`src/sv/pbwt_pkg.sv`:
```
// ----------------------------------------------------------------------------
// pbwt_pkg
// Shared constants and types for the plethysmograph beat and window tracker.
// ----------------------------------------------------------------------------
package pbwt_pkg;

    localparam int PLOT_SLOTS_DEF = 120;
    localparam int WINDOW_LEN_DEF = 76;

    localparam int SAMPLE_W = 16;
    localparam int MODE_W   = 2;
    localparam int SCALE_W  = 4;
    localparam int RUN_W    = 3;
    localparam int CFG_IX_W = 2;
    localparam int SLOT_W   = 7;
    localparam int CURSOR_W = 10;
    localparam int RATE_W   = 16;

    localparam logic [MODE_W-1:0] MODE_SAMPLE  = 2'd0;
    localparam logic [MODE_W-1:0] MODE_REQUEST = 2'd1;
    localparam logic [MODE_W-1:0] MODE_CLEAR   = 2'd2;

    localparam logic [CFG_IX_W-1:0] REG_FLOOR = 2'd0;
    localparam logic [CFG_IX_W-1:0] REG_SCALE = 2'd1;
    localparam logic [CFG_IX_W-1:0] REG_RUN   = 2'd2;

    localparam logic [SAMPLE_W-1:0] FLOOR_RESET = 16'd100;
    localparam logic [SCALE_W-1:0]  SCALE_RESET = 4'd4;
    localparam logic [RUN_W-1:0]    RUN_RESET   = 3'd3;

    localparam int CURSOR_KNEE    = 500;
    localparam int CURSOR_OFS_HI  = 25;
    localparam int CURSOR_OFS_LO  = 28;
    localparam int CURSOR_MAX     = 1023;

    localparam logic [SAMPLE_W-1:0] SAMPLE_MAX = 16'hFFFF;
    localparam logic [RATE_W-1:0]   RATE_MAX   = 16'hFFFF;

    typedef struct packed {
        logic write;
        logic start;
    } ring_ctl_t;

    typedef struct packed {
        logic done;
        logic [SAMPLE_W-1:0] lo;
        logic [SAMPLE_W-1:0] hi;
    } ring_stat_t;

    typedef struct packed {
        logic take;
        logic request;
        logic clear;
    } beat_ctl_t;

endpackage

```
`src/sv/pleth_beat_and_window_tracker_unit.sv`:
```
// ----------------------------------------------------------------------------
// pleth_beat_and_window_tracker_unit
// Plethysmograph tracker: display slot and cursor, window min/max, beat rate.
// ----------------------------------------------------------------------------
// Usage:
//   item channel (item_valid/item_ready): mode and sample. A sample at or
//   above the floor gives one result word; a clear gives one result word with
//   cleared set; a report request, a sample below the floor and an unused
//   mode give none and do not hold the unit.
//   result channel (result_valid/result_ready): one registered output word.
//   A sample holds the unit while the min/max sweep reads the filled ring
//   entries one entry per cycle through one compare unit; its word then
//   waits in S_LOAD until the output register is free. A clear goes to
//   S_LOAD directly and holds the unit until its word is loaded into the
//   output register.
//   item_ready is low while a word is being worked on and while a finished
//   word waits for a full output register; a stalled receiver holds the
//   output word and, after that, blocks the next result-giving word.
//   cfg_write/cfg_index/cfg_data write sample_floor, report_scale and
//   run_length; write only while the unit is idle.
//   Reset clears all counters, the window fill and the output valid flag; the
//   ring contents are not cleared and need no clearing pass.
// ----------------------------------------------------------------------------
module pleth_beat_and_window_tracker_unit #(
    parameter int PLOT_SLOTS = pbwt_pkg::PLOT_SLOTS_DEF,
    parameter int WINDOW_LEN = pbwt_pkg::WINDOW_LEN_DEF
) (
    input  logic                          clk,
    input  logic                          rst_n,
    input  logic                          cfg_write,
    input  logic [pbwt_pkg::CFG_IX_W-1:0] cfg_index,
    input  logic [pbwt_pkg::SAMPLE_W-1:0] cfg_data,
    input  logic                          item_valid,
    output logic                          item_ready,
    input  logic [pbwt_pkg::MODE_W-1:0]   mode,
    input  logic [pbwt_pkg::SAMPLE_W-1:0] sample,
    output logic                          result_valid,
    input  logic                          result_ready,
    output logic                          cleared,
    output logic [pbwt_pkg::SAMPLE_W-1:0] window_min,
    output logic [pbwt_pkg::SAMPLE_W-1:0] window_max,
    output logic [pbwt_pkg::SLOT_W-1:0]   slot,
    output logic                          wrap_strobe,
    output logic                          cursor_valid,
    output logic [pbwt_pkg::CURSOR_W-1:0] cursor,
    output logic                          rate_valid,
    output logic [pbwt_pkg::RATE_W-1:0]   beat_rate
);
    import pbwt_pkg::*;

    localparam int SCW = $clog2(PLOT_SLOTS + 1);
    localparam int AW  = (WINDOW_LEN > 1) ? $clog2(WINDOW_LEN) : 1;
    localparam int RCW = $clog2(WINDOW_LEN + 1);
    localparam int CUR_W = (SCW + 4 > 11) ? SCW + 4 : 11;

    localparam logic [1:0] S_IDLE  = 2'd0;
    localparam logic [1:0] S_SWEEP = 2'd1;
    localparam logic [1:0] S_LOAD  = 2'd2;

    logic [1:0] state_reg, state_next;

    logic [SAMPLE_W-1:0] floor_reg;
    logic [SCALE_W-1:0]  scale_reg;
    logic [RUN_W-1:0]    run_len_reg;

    logic [SCW-1:0] filled_reg, filled_next;
    logic [SCW-1:0] sidx_reg, sidx_next;
    logic [RCW-1:0] rfill_reg, rfill_next;
    logic [AW-1:0]  ridx_reg, ridx_next;

    logic                res_cleared_reg, res_cleared_next;
    logic [SLOT_W-1:0]   res_slot_reg, res_slot_next;
    logic                res_wrap_reg, res_wrap_next;
    logic                res_cvalid_reg, res_cvalid_next;
    logic [CURSOR_W-1:0] res_cursor_reg, res_cursor_next;
    logic                res_rvalid_reg, res_rvalid_next;
    logic [RATE_W-1:0]   res_rate_reg, res_rate_next;

    logic                out_valid_reg, out_valid_next;
    logic                out_cleared_reg;
    logic [SAMPLE_W-1:0] out_min_reg;
    logic [SAMPLE_W-1:0] out_max_reg;
    logic [SLOT_W-1:0]   out_slot_reg;
    logic                out_wrap_reg;
    logic                out_cvalid_reg;
    logic [CURSOR_W-1:0] out_cursor_reg;
    logic                out_rvalid_reg;
    logic [RATE_W-1:0]   out_rate_reg;

    logic           accept;
    logic           take;
    logic           do_clear;
    logic           load;
    logic           slots_full;
    logic           ring_full;
    logic [SCW-1:0] sidx_inc;
    logic [CUR_W-1:0] slot_wide;
    logic [CUR_W-1:0] cur_raw;
    logic [CUR_W-1:0] cur_sum;
    logic [AW-1:0]  wr_addr;
    logic [RCW-1:0] rfill_last;

    ring_ctl_t   ring_ctl;
    ring_stat_t  ring_stat;
    beat_ctl_t   beat_ctl;
    logic        beat_rvalid;
    logic [RATE_W-1:0] beat_rate_w;

    assign item_ready = (state_reg == S_IDLE);
    assign accept     = item_valid && item_ready;
    assign take       = accept && (mode == MODE_SAMPLE) && (sample >= floor_reg);
    assign do_clear   = accept && (mode == MODE_CLEAR);
    assign load       = (state_reg == S_LOAD) && (!out_valid_reg || result_ready);

    assign slots_full = (filled_reg >= SCW'(PLOT_SLOTS));
    assign ring_full  = (rfill_reg >= RCW'(WINDOW_LEN));
    assign sidx_inc   = sidx_reg + 1'b1;
    assign cur_raw    = (CUR_W'(sidx_inc) << 2) + CUR_W'(sidx_inc);
    assign cur_sum    = cur_raw + ((cur_raw > CUR_W'(CURSOR_KNEE)) ?
                        CUR_W'(CURSOR_OFS_HI) : CUR_W'(CURSOR_OFS_LO));
    assign slot_wide  = slots_full ? CUR_W'(sidx_reg) : CUR_W'(filled_reg);
    assign wr_addr    = ring_full ? ridx_reg : rfill_reg[AW-1:0];
    assign rfill_last = rfill_next - 1'b1;

    assign beat_ctl.take    = take;
    assign beat_ctl.request = accept && (mode == MODE_REQUEST);
    assign beat_ctl.clear   = do_clear;

    assign ring_ctl.write = take;
    assign ring_ctl.start = take;

    pbwt_beat u_beat (
        .clk          (clk),
        .rst_n        (rst_n),
        .ctl          (beat_ctl),
        .sample       (sample),
        .run_length   (run_len_reg),
        .report_scale (scale_reg),
        .rate_valid   (beat_rvalid),
        .beat_rate    (beat_rate_w)
    );

    pbwt_ring #(
        .WINDOW_LEN (WINDOW_LEN),
        .AW         (AW)
    ) u_ring (
        .clk      (clk),
        .rst_n    (rst_n),
        .ctl      (ring_ctl),
        .wr_addr  (wr_addr),
        .wr_data  (sample),
        .last_idx (rfill_last[AW-1:0]),
        .stat     (ring_stat)
    );

    always_ff @(posedge clk or negedge rst_n)
    begin
        if (!rst_n)
        begin
            floor_reg   <= FLOOR_RESET;
            scale_reg   <= SCALE_RESET;
            run_len_reg <= RUN_RESET;
        end
        else if (cfg_write)
        begin
            unique case (cfg_index)
                REG_FLOOR: floor_reg   <= cfg_data;
                REG_SCALE: scale_reg   <= cfg_data[SCALE_W-1:0];
                REG_RUN:   run_len_reg <= cfg_data[RUN_W-1:0];
                default:   ;
            endcase
        end
    end

    always_comb
    begin
        state_next       = state_reg;
        filled_next      = filled_reg;
        sidx_next        = sidx_reg;
        rfill_next       = rfill_reg;
        ridx_next        = ridx_reg;
        res_cleared_next = res_cleared_reg;
        res_slot_next    = res_slot_reg;
        res_wrap_next    = res_wrap_reg;
        res_cvalid_next  = res_cvalid_reg;
        res_cursor_next  = res_cursor_reg;
        res_rvalid_next  = res_rvalid_reg;
        res_rate_next    = res_rate_reg;

        if (do_clear)
        begin
            filled_next      = '0;
            sidx_next        = '0;
            rfill_next       = '0;
            ridx_next        = '0;
            res_cleared_next = 1'b1;
            res_slot_next    = '0;
            res_wrap_next    = 1'b0;
            res_cvalid_next  = 1'b0;
            res_cursor_next  = '0;
            res_rvalid_next  = 1'b0;
            res_rate_next    = '0;
        end

        if (take)
        begin
            res_cleared_next = 1'b0;
            res_slot_next    = slot_wide[SLOT_W-1:0];
            res_wrap_next    = 1'b0;
            res_cvalid_next  = 1'b0;
            res_cursor_next  = '0;
            if (slots_full)
            begin
                res_cvalid_next = 1'b1;
                res_cursor_next = (cur_sum > CUR_W'(CURSOR_MAX)) ?
                                  CURSOR_W'(CURSOR_MAX) : cur_sum[CURSOR_W-1:0];
                if (sidx_inc == SCW'(PLOT_SLOTS))
                begin
                    sidx_next     = '0;
                    res_wrap_next = 1'b1;
                end
                else
                begin
                    sidx_next = sidx_inc;
                end
            end
            else
            begin
                filled_next = filled_reg + 1'b1;
            end

            if (ring_full)
            begin
                ridx_next = (ridx_reg == AW'(WINDOW_LEN - 1)) ? '0 : ridx_reg + 1'b1;
            end
            else
            begin
                rfill_next = rfill_reg + 1'b1;
            end

            res_rvalid_next = beat_rvalid;
            res_rate_next   = beat_rate_w;
        end

        unique case (state_reg)
            S_IDLE:
            begin
                if (take)
                begin
                    state_next = S_SWEEP;
                end
                else if (do_clear)
                begin
                    state_next = S_LOAD;
                end
            end
            S_SWEEP:
            begin
                if (ring_stat.done)
                begin
                    state_next = S_LOAD;
                end
            end
            S_LOAD:
            begin
                if (load)
                begin
                    state_next = S_IDLE;
                end
            end
            default:
            begin
                state_next = S_IDLE;
            end
        endcase
    end

    always_comb
    begin
        out_valid_next = out_valid_reg;
        if (result_ready)
        begin
            out_valid_next = 1'b0;
        end
        if (load)
        begin
            out_valid_next = 1'b1;
        end
    end

    always_ff @(posedge clk or negedge rst_n)
    begin
        if (!rst_n)
        begin
            state_reg     <= S_IDLE;
            filled_reg    <= '0;
            sidx_reg      <= '0;
            rfill_reg     <= '0;
            ridx_reg      <= '0;
            out_valid_reg <= 1'b0;
        end
        else
        begin
            state_reg     <= state_next;
            filled_reg    <= filled_next;
            sidx_reg      <= sidx_next;
            rfill_reg     <= rfill_next;
            ridx_reg      <= ridx_next;
            out_valid_reg <= out_valid_next;
        end
    end

    always_ff @(posedge clk)
    begin
        res_cleared_reg <= res_cleared_next;
        res_slot_reg    <= res_slot_next;
        res_wrap_reg    <= res_wrap_next;
        res_cvalid_reg  <= res_cvalid_next;
        res_cursor_reg  <= res_cursor_next;
        res_rvalid_reg  <= res_rvalid_next;
        res_rate_reg    <= res_rate_next;
        if (load)
        begin
            out_cleared_reg <= res_cleared_reg;
            out_min_reg     <= res_cleared_reg ? '0 : ring_stat.lo;
            out_max_reg     <= res_cleared_reg ? '0 : ring_stat.hi;
            out_slot_reg    <= res_slot_reg;
            out_wrap_reg    <= res_wrap_reg;
            out_cvalid_reg  <= res_cvalid_reg;
            out_cursor_reg  <= res_cursor_reg;
            out_rvalid_reg  <= res_rvalid_reg;
            out_rate_reg    <= res_rate_reg;
        end
    end

    assign result_valid = out_valid_reg;
    assign cleared      = out_cleared_reg;
    assign window_min   = out_min_reg;
    assign window_max   = out_max_reg;
    assign slot         = out_slot_reg;
    assign wrap_strobe  = out_wrap_reg;
    assign cursor_valid = out_cvalid_reg;
    assign cursor       = out_cursor_reg;
    assign rate_valid   = out_rvalid_reg;
    assign beat_rate    = out_rate_reg;

endmodule

```
`src/sv/pbwt_ring.sv`:
```
// ----------------------------------------------------------------------------
// pbwt_ring
// Sample window memory with a sequential min/max sweep through one shared
// compare unit, one entry per cycle.
// ----------------------------------------------------------------------------
module pbwt_ring #(
    parameter int WINDOW_LEN = pbwt_pkg::WINDOW_LEN_DEF,
    parameter int AW = (WINDOW_LEN > 1) ? $clog2(WINDOW_LEN) : 1
) (
    input  logic                          clk,
    input  logic                          rst_n,
    input  pbwt_pkg::ring_ctl_t           ctl,
    input  logic [AW-1:0]                 wr_addr,
    input  logic [pbwt_pkg::SAMPLE_W-1:0] wr_data,
    input  logic [AW-1:0]                 last_idx,
    output pbwt_pkg::ring_stat_t          stat
);
    import pbwt_pkg::*;

    logic [SAMPLE_W-1:0] mem [WINDOW_LEN];
    logic [SAMPLE_W-1:0] rd_data_reg;

    logic                active_reg, active_next;
    logic [AW-1:0]       idx_reg, idx_next;
    logic [AW-1:0]       last_reg, last_next;
    logic                rd_valid_reg, rd_valid_next;
    logic                rd_last_reg, rd_last_next;
    logic                done_reg, done_next;
    logic [SAMPLE_W-1:0] lo_reg, lo_next;
    logic [SAMPLE_W-1:0] hi_reg, hi_next;
    logic                at_last;

    always_ff @(posedge clk)
    begin
        if (ctl.write)
        begin
            mem[wr_addr] <= wr_data;
        end
        if (active_reg)
        begin
            rd_data_reg <= mem[idx_reg];
        end
    end

    assign at_last = (idx_reg == last_reg);

    always_comb
    begin
        active_next   = active_reg;
        idx_next      = idx_reg;
        last_next     = last_reg;
        rd_valid_next = active_reg;
        rd_last_next  = active_reg && at_last;
        done_next     = rd_valid_reg && rd_last_reg;
        lo_next       = lo_reg;
        hi_next       = hi_reg;

        if (ctl.start)
        begin
            active_next = 1'b1;
            idx_next    = '0;
            last_next   = last_idx;
            lo_next     = SAMPLE_MAX;
            hi_next     = '0;
        end
        else
        begin
            if (active_reg)
            begin
                idx_next = idx_reg + 1'b1;
                if (at_last)
                begin
                    active_next = 1'b0;
                end
            end
            if (rd_valid_reg)
            begin
                if (rd_data_reg < lo_reg)
                begin
                    lo_next = rd_data_reg;
                end
                if (rd_data_reg > hi_reg)
                begin
                    hi_next = rd_data_reg;
                end
            end
        end
    end

    always_ff @(posedge clk or negedge rst_n)
    begin
        if (!rst_n)
        begin
            active_reg   <= 1'b0;
            idx_reg      <= '0;
            last_reg     <= '0;
            rd_valid_reg <= 1'b0;
            rd_last_reg  <= 1'b0;
            done_reg     <= 1'b0;
            lo_reg       <= SAMPLE_MAX;
            hi_reg       <= '0;
        end
        else
        begin
            active_reg   <= active_next;
            idx_reg      <= idx_next;
            last_reg     <= last_next;
            rd_valid_reg <= rd_valid_next;
            rd_last_reg  <= rd_last_next;
            done_reg     <= done_next;
            lo_reg       <= lo_next;
            hi_reg       <= hi_next;
        end
    end

    assign stat.done = done_reg;
    assign stat.lo   = lo_reg;
    assign stat.hi   = hi_reg;

endmodule

```
`src/sv/pbwt_beat.sv`:
```
// ----------------------------------------------------------------------------
// pbwt_beat
// Peak detector with run-length direction reversal, peak counter and
// scaled, saturating rate report.
// ----------------------------------------------------------------------------
module pbwt_beat (
    input  logic                          clk,
    input  logic                          rst_n,
    input  pbwt_pkg::beat_ctl_t           ctl,
    input  logic [pbwt_pkg::SAMPLE_W-1:0] sample,
    input  logic [pbwt_pkg::RUN_W-1:0]    run_length,
    input  logic [pbwt_pkg::SCALE_W-1:0]  report_scale,
    output logic                          rate_valid,
    output logic [pbwt_pkg::RATE_W-1:0]   beat_rate
);
    import pbwt_pkg::*;

    localparam int PROD_W = SAMPLE_W + SCALE_W;

    logic                pending_reg, pending_next;
    logic                seek_fall_reg, seek_fall_next;
    logic                need_ref_reg, need_ref_next;
    logic [SAMPLE_W-1:0] prev_reg, prev_next;
    logic [RUN_W-1:0]    run_reg, run_next;
    logic [SAMPLE_W-1:0] peaks_reg, peaks_next;

    logic [RUN_W-1:0]    need;
    logic                toward;
    logic [PROD_W-1:0]   product;

    assign need    = (run_length == '0) ? RUN_W'(1) : run_length;
    assign toward  = seek_fall_reg ? (sample > prev_reg) : (sample < prev_reg);

    always_comb
    begin
        pending_next   = pending_reg;
        seek_fall_next = seek_fall_reg;
        need_ref_next  = need_ref_reg;
        prev_next      = prev_reg;
        run_next       = run_reg;
        peaks_next     = peaks_reg;
        rate_valid     = 1'b0;

        if (ctl.request)
        begin
            pending_next = 1'b1;
        end

        if (ctl.clear)
        begin
            run_next   = '0;
            peaks_next = '0;
        end

        if (ctl.take)
        begin
            prev_next = sample;
            if (need_ref_reg)
            begin
                need_ref_next = 1'b0;
            end
            else
            begin
                run_next = toward ? '0 : run_reg + 1'b1;
                if (run_next == need)
                begin
                    if (seek_fall_reg && peaks_reg != SAMPLE_MAX)
                    begin
                        peaks_next = peaks_reg + 1'b1;
                    end
                    run_next       = '0;
                    seek_fall_next = !seek_fall_reg;
                    need_ref_next  = 1'b1;
                end
            end
        end

        product = PROD_W'(peaks_next) * PROD_W'(report_scale);

        if (ctl.take && pending_reg)
        begin
            rate_valid   = 1'b1;
            pending_next = 1'b0;
            peaks_next   = '0;
            run_next     = '0;
        end
    end

    assign beat_rate = !rate_valid ? '0
                     : (product > PROD_W'(RATE_MAX)) ? RATE_MAX
                     : product[RATE_W-1:0];

    always_ff @(posedge clk or negedge rst_n)
    begin
        if (!rst_n)
        begin
            pending_reg   <= 1'b0;
            seek_fall_reg <= 1'b1;
            need_ref_reg  <= 1'b1;
            prev_reg      <= '0;
            run_reg       <= '0;
            peaks_reg     <= '0;
        end
        else
        begin
            pending_reg   <= pending_next;
            seek_fall_reg <= seek_fall_next;
            need_ref_reg  <= need_ref_next;
            prev_reg      <= prev_next;
            run_reg       <= run_next;
            peaks_reg     <= peaks_next;
        end
    end

endmodule

```
`config.mk`:
```
export PLATFORM = sky130hd
export DESIGN_NAME = pleth_beat_and_window_tracker_unit
export DESIGN_NICKNAME = d
export VERILOG_FILES = /design/src/sv/pbwt_pkg.sv /design/src/sv/pleth_beat_and_window_tracker_unit.sv /design/src/sv/pbwt_ring.sv /design/src/sv/pbwt_beat.sv
export SDC_FILE = /design/constraint.sdc
export NUM_CORES = 2
export LEC_CHECK = 0
export BUFFER_PORTS_ARGS = -buffer_cell sky130_fd_sc_hd__buf_4
export CORE_ASPECT_RATIO = 0.5
export CORE_MARGIN = 2
export CORE_UTILIZATION = 50
export CTS_BUF_LIST = sky130_fd_sc_hd__clkbuf_4 sky130_fd_sc_hd__clkbuf_8 sky130_fd_sc_hd__clkbuf_16
export DETAILED_ROUTE_END_ITERATION = 8
export PLACE_DENSITY = 0.66
export SYNTH_ARGS = -nofsm -noshare
export SYNTH_HDL_FRONTEND = slang
export SYNTH_SLANG_ARGS = --single-unit
```
`constraint.sdc`:
```
create_clock -name clk -period 7.8 [get_ports clk]
set_input_delay 1.56 -clock clk [delete_from_list [all_inputs] [get_ports clk]]
set_output_delay 1.56 -clock clk [all_outputs]
set_load 0.02 [all_outputs]
```
======== After elaboration in Yosys (flattened, before gate mapping) ========
Memory sizes are Yosys's and may differ from the RTL's. A register that Yosys moved wholly into a read port is not among the register bits.
Index checks and enable logic that the tools add are counted.
storage, ports and cells
  register bits after elaboration ......... 248
  memories kept ........................... 1
  bits of input ports ..................... 41
  bits in writable memories ............... 1216
cells by class
  multipliers ............................. 1
  reductions and logical operators ........ 31
  add/sub/neg operators ................... 10
  order comparisons ....................... 10
  mux-type cells .......................... 73
  eq/ne operators ......................... 14
  bitwise operators ....................... 1
memories
  name        words  bits a word  rd ports  clocked after memory_dff  wr ports  RTL line         source
  u_ring.mem  76     16           1         1                         1         pbwt_ring.sv:20  logic [SAMPLE_W-1:0] mem [WINDOW_LEN];
operators with widths
  operator                                                                count
  16-bit two-way mux                                                      16
  7-bit two-way mux                                                       20
  10-bit two-way mux                                                      4
  7-bit by 1-bit adder with 7-bit output, second input constant           5
  16-bit > comparator                                                     2
  16-bit less-than comparator                                             2
  3-bit two-way mux                                                       8
  20-bit by 16-bit > comparator with 1-bit output, second input constant  1
  16-bit by 4-bit multiplier with 20-bit output                           1
  1-bit two-way mux                                                       20
  16-bit by 1-bit adder with 16-bit output, second input constant         1
  16-bit >= comparator                                                    1
  16-bit != test, second input constant                                   1
  7-bit equality test, second input constant                              2
  7-bit >= comparator, second input constant                              2
  2-bit nonzero test                                                      7
  10-bit by 5-bit adder with 11-bit output                                1
  11-bit by 10-bit > comparator with 1-bit output, second input constant  1
  9-bit by 7-bit adder with 10-bit output                                 1
  10-bit by 9-bit > comparator with 1-bit output, second input constant   1
  1-bit logical AND                                                       10
  2-bit AND reduction                                                     5
  2-bit two-way mux                                                       4
  7-bit equality test                                                     1
  15 further kinds                                                        23

======== Depth between registers and ports, before layout ========
  depth in word-level cells ............... 13
  gate-level depth with buffers ........... 26
  gate-level depth less buffers ........... 23

======== Modules after synthesis ========
From an unflattened synthesis, not the netlist that was laid out.
unflattened totals
  cells, all modules ...................... 3643
  area, all modules ....................... 62187.1 um2
modules (own cells, without submodules)
  module                              times used  cells an instance  area an instance (um2)
  pbwt_ring                           1           2477               50409.6
  pleth_beat_and_window_tracker_unit  1           615                7257.0
  pbwt_beat                           1           551                4520.6

======== Worst setup path after synthesis ========
No wires, ideal clock.
  path kind ............................... in2reg
  start point ............................. input sample[14] (netlist name)
  end point ............................... register res_rate_reg[10] (data pin)
  data required time ...................... 7.530 ns
  arrival time ............................ 7.138 ns
  path slack .............................. 0.392 ns
  stages on the path ...................... 23
  buffers on the path ..................... 2
  setup time .............................. 0.270 ns
  cells stage by stage .................... ha_1 nand3_1 or3_1 a211oi_1 nor4_1 a2111oi_4 buf_6 nand4_1 mux2i_1 and2_1 fa_1 inv_1 fa_1 inv_1 ha_1 nand2_1 o31ai_1 o31ai_1 o31ai_1 o211ai_1 nor4_2 buf_2 a21oi_1
between the ends
  longest elaborated chain between the ends .. 12
ends and longest elaborated chain
  element                                                                    RTL line                                   source
  start, declared                                                            pleth_beat_and_window_tracker_unit.sv:36   input logic [pbwt_pkg::SAMPLE_W-1:0] sample,
  16-bit less-than comparator / 16-bit > comparator (equally long branches)  pbwt_beat.sv:32                            assign toward = seek_fall_reg ? (sample > prev_reg) : (sample < prev_reg);
  1-bit two-way mux                                                          pbwt_beat.sv:32
  3-bit two-way mux                                                          pbwt_beat.sv:64                            run_next = toward ? '0 : run_reg + 1'b1;
  3-bit equality test                                                        pbwt_beat.sv:65                            if (run_next == need)
  16-bit two-way mux                                                         pbwt_beat.sv:65
  16-bit two-way mux                                                         pbwt_beat.sv:58                            if (need_ref_reg)
  16-bit two-way mux                                                         pbwt_beat.sv:55                            if (ctl.take)
  16-bit by 4-bit multiplier with 20-bit output                              pbwt_beat.sv:78                            product = PROD_W'(peaks_next) * PROD_W'(report_scale);
  20-bit by 16-bit > comparator with 1-bit output                            pbwt_beat.sv:90                            : (product > PROD_W'(RATE_MAX)) ? RATE_MAX
  16-bit two-way mux                                                         pbwt_beat.sv:90
  16-bit two-way mux                                                         pbwt_beat.sv:89                            assign beat_rate = !rate_valid ? '0
  16-bit two-way mux *                                                       pleth_beat_and_window_tracker_unit.sv:205  if (take)
  end signal, assigned                                                       pleth_beat_and_window_tracker_unit.sv:321  res_rate_reg <= res_rate_next;
  end, declared                                                              pleth_beat_and_window_tracker_unit.sv:77   logic [RATE_W-1:0] res_rate_reg, res_rate_next;
Mark *: on every way between the ends. The rest lies on a longest branch, timed or not.
A chain may end at the register's enable or synchronous reset.

======== Worst setup path after layout ========
  start point ............................. input sample[7] (netlist name)
  end point ............................... register res_rate_reg[0] (data pin)
The elaborated chain is that of the path after synthesis.

==> metrics.txt <==
Num CTS Buffers 133; WP data arrival ~7.7 ns; Power Total 22.3 mW; die width approximately 500 microns; max-cap violations 0; area grow syn2layout 12.7%; Die Ht ~250 microns; Initial Util 0.506; layout cell share with drive strength beyond 1 0.256; RSZ-0062 raised after global routing false; fin crit period 7.21 ns; Crit Path Max Fanout 16; I/O pins between 100 and 150; clk sinks between 1000 and 1500; Post-Place Worst Slack -0.0315 ns; post-synth top area share 0.655; Max Root-Sink Buffers 3; syn nets 3471; TritonRoute pass-1 iters 7; Peak VDD IR 0.294 mV; Die ar. between 100000 and 150000 sq um; Root Buffer clkbuf_16; Slowest Stage Delay on Critical Path approximately 0.56 ns; first-pass GRT wire length 209000 microns; post-synthesis sequential element count roughly 1500; Core Box Area around 120000 sq um; final hold slack a little over 0.4 ns; leakage 23.6 nW; crit path cell chain buf_4 > ha_1 > o21ai_0 > a2111oi_0 > and2_1 > a21oi_4 > a2111oi_4 > buf_4 > nand2_2 > a31oi_1 > nand2b_1 > fa_1 > fa_1 > inv_1 > ha_1 > a211oi_1 > o31ai_1 > o31ai_1 > o31ai_1 > o211ai_1 > nor4_2 > buf_4 > o2bb2ai_1; Vias per Instance between 6 and 7; Max transition margin 0.195; Avg Cell Area, Syn between 15 and 20 sq um; initial antenna violation count 10; DR vias around 32000; post-synthesis sequential area ratio 0.714; total congestion overflow 0; latest clock arrival within the worst-skew pair around 0.76 ns; delay-heaviest family, CP compound AO/OA/AOI/OAI gates; count of final max-slew check failures 0; WL per Instance 26.8 microns; total track usage 0.228; Worst-Margin Slew 1.20 ns; Post-Route Setup TNS 0 ns; Tightest Hold Check Type reg2reg; fin nets between 3000 and 4000; final wirelength about 140000 microns; endpoints failing setup 0; Top FF cell, synth edfxtp_1; number of global-route vias before repair between 30000 and 40000; number of synthesized flops with an enable pin around 1300; CTS tree done; worst path required time 8.29 ns; dpl hpwl 87000 microns; PD cells 323 nW/um^2; Yosys cell types 70; final hold violation count 0; ANT nets after route 0; pin count of the biggest net entering global routing 137; cells after synthesis ~3300; Biggest register u_ring.mem; Starting DRT DRC Count 3838; max reg flops 1216; Post-Syn Area between 60000 and 70000 sq um; hold-fix buffer count after cts 0; Final Cycle Share 0.925; post_cts resized 0; status completed; Crit. End Element register; most common cell in the netlist edfxtp_1; Critical path buffers and inverters 4; port bufs around 110; Synth async-reset ratio 0.0959; yosys warns 0; clock slew at reported path FFs 0.07 ns; Peak Freq about 140 MHz; Synth area leader edfxtp_1; htree depth 4; Crit Path Class in2reg; routability congestion estimate around 0.85; Max Clock Skew between 0.02 and 0.03 ns; fin worst setup slack roughly 0.59 ns; Worst Setup Start Kind primary input; most frequent cells after synthesis 1337 x edfxtp_1, 384 x mux4_2, 179 x nor2_1; slowest cell on the critical path o31ai_1; # rows 90; Layout fillers 8893; postcts setup bufs 0; # DRC 0; top cells by area, synth edfxtp_1 66%, mux4_2 14%, dfrtp_1 4.8%
## power breakdown
part / total, mW / switching (mW) / internal (mW) / leakage (nW)
clock: 6.46 / 2.88 / 3.58 / 2.11
combinational: 6.33 / 3.45 / 2.89 / 7.69
sequential: 9.48 / 0.379 / 9.10 / 13.8
total: 22.3 / 6.71 / 15.6 / 23.6
## stage by stage
stage                     instance area [sq um]  std cells  utilization
final                                     69000       5259        0.570
after global routing                      69000       5256        0.570
after CTS                                 69000       5256        0.570
after detailed placement                  64800       5021        0.535
after global placement                    64800       5021        0.535
after floorplan                           61300       3295            -
## kinds of logic after synthesis
logic type      synth area share
compound gates            0.0289
xor+xnor                 0.00672
fa+ha+maj                 0.0311
buf+inv                   0.0189
flops                      0.714
mux                        0.155
simple gates              0.0455
## final cells by class
cell class / count / area [sq um] / share of cell area
clock inverter: 68 / 592 / 0.00857
tap: 1610 / 2010 / 0.0292
timing repair buffer: 267 / 2070 / 0.0300
antenna: 3 / 7.51 / 0.000109
inverter: 144 / 541 / 0.00783
multi-input combinational: 1520 / 16400 / 0.237
sequential: 1480 / 43800 / 0.634
clock buffer: 167 / 3650 / 0.0529
## routing by layer
layer / routed length, microns / track usage
met5: 27 / 0
met4: 2560 / 0.0531
met3: 13000 / 0.0482
met2: 63700 / 0.340
met1: 61800 / 0.347
## cells in the final DEF, fill, tap and decap left out, drive strengths merged, types with 6 or more instances in the layout
master,instances
xnor2,23
clkinv,47
o21ai,98
or3,8
nand2,178
nand3b,6
nand3,41
mux2,26
nand4,25
mux2i,54
buf,267
mux4,384
dfrtp,118
ha,106
nor3,21
dfstp,24
xor2,24
inv,153
a211oi,14
nor2,179
a31oi,10
bufinv,7
a21o,17
nor2b,21
edfxtp,1337
clkbuf,167
nor4,6
and2,65
o211ai,23
nand2b,13
o31ai,13
and3,13
fa,29
a21oi,65
## final timing paths
path | start | end | slack [ns] | depth (start not counted)
hold / removal | res_rate_reg[12]$_SDFFCE_PN0P_ | beat_rate[12]$_DFFE_PP_ | 0.41 | 0
hold reg to reg | res_rate_reg[12]$_SDFFCE_PN0P_ | beat_rate[12]$_DFFE_PP_ | 0.41 | 0
setup / recovery | sample[7] | res_rate_reg[0]$_SDFFCE_PN0P_ | 0.59 | 23
min in group asynchronous | rst_n | u_beat.prev_reg[14]$_DFFE_PN0P_ | 0.85 | 1
max in group asynchronous | rst_n | u_ring.idx_reg[0]$_DFFE_PN0P_ | 5.47 | 2
setup reg to reg | floor_reg[6]$_DFFE_PN1P_ | res_rate_reg[0]$_SDFFCE_PN0P_ | 1.11 | 23
No activity file was read; power rests on OpenSTA's default activity.
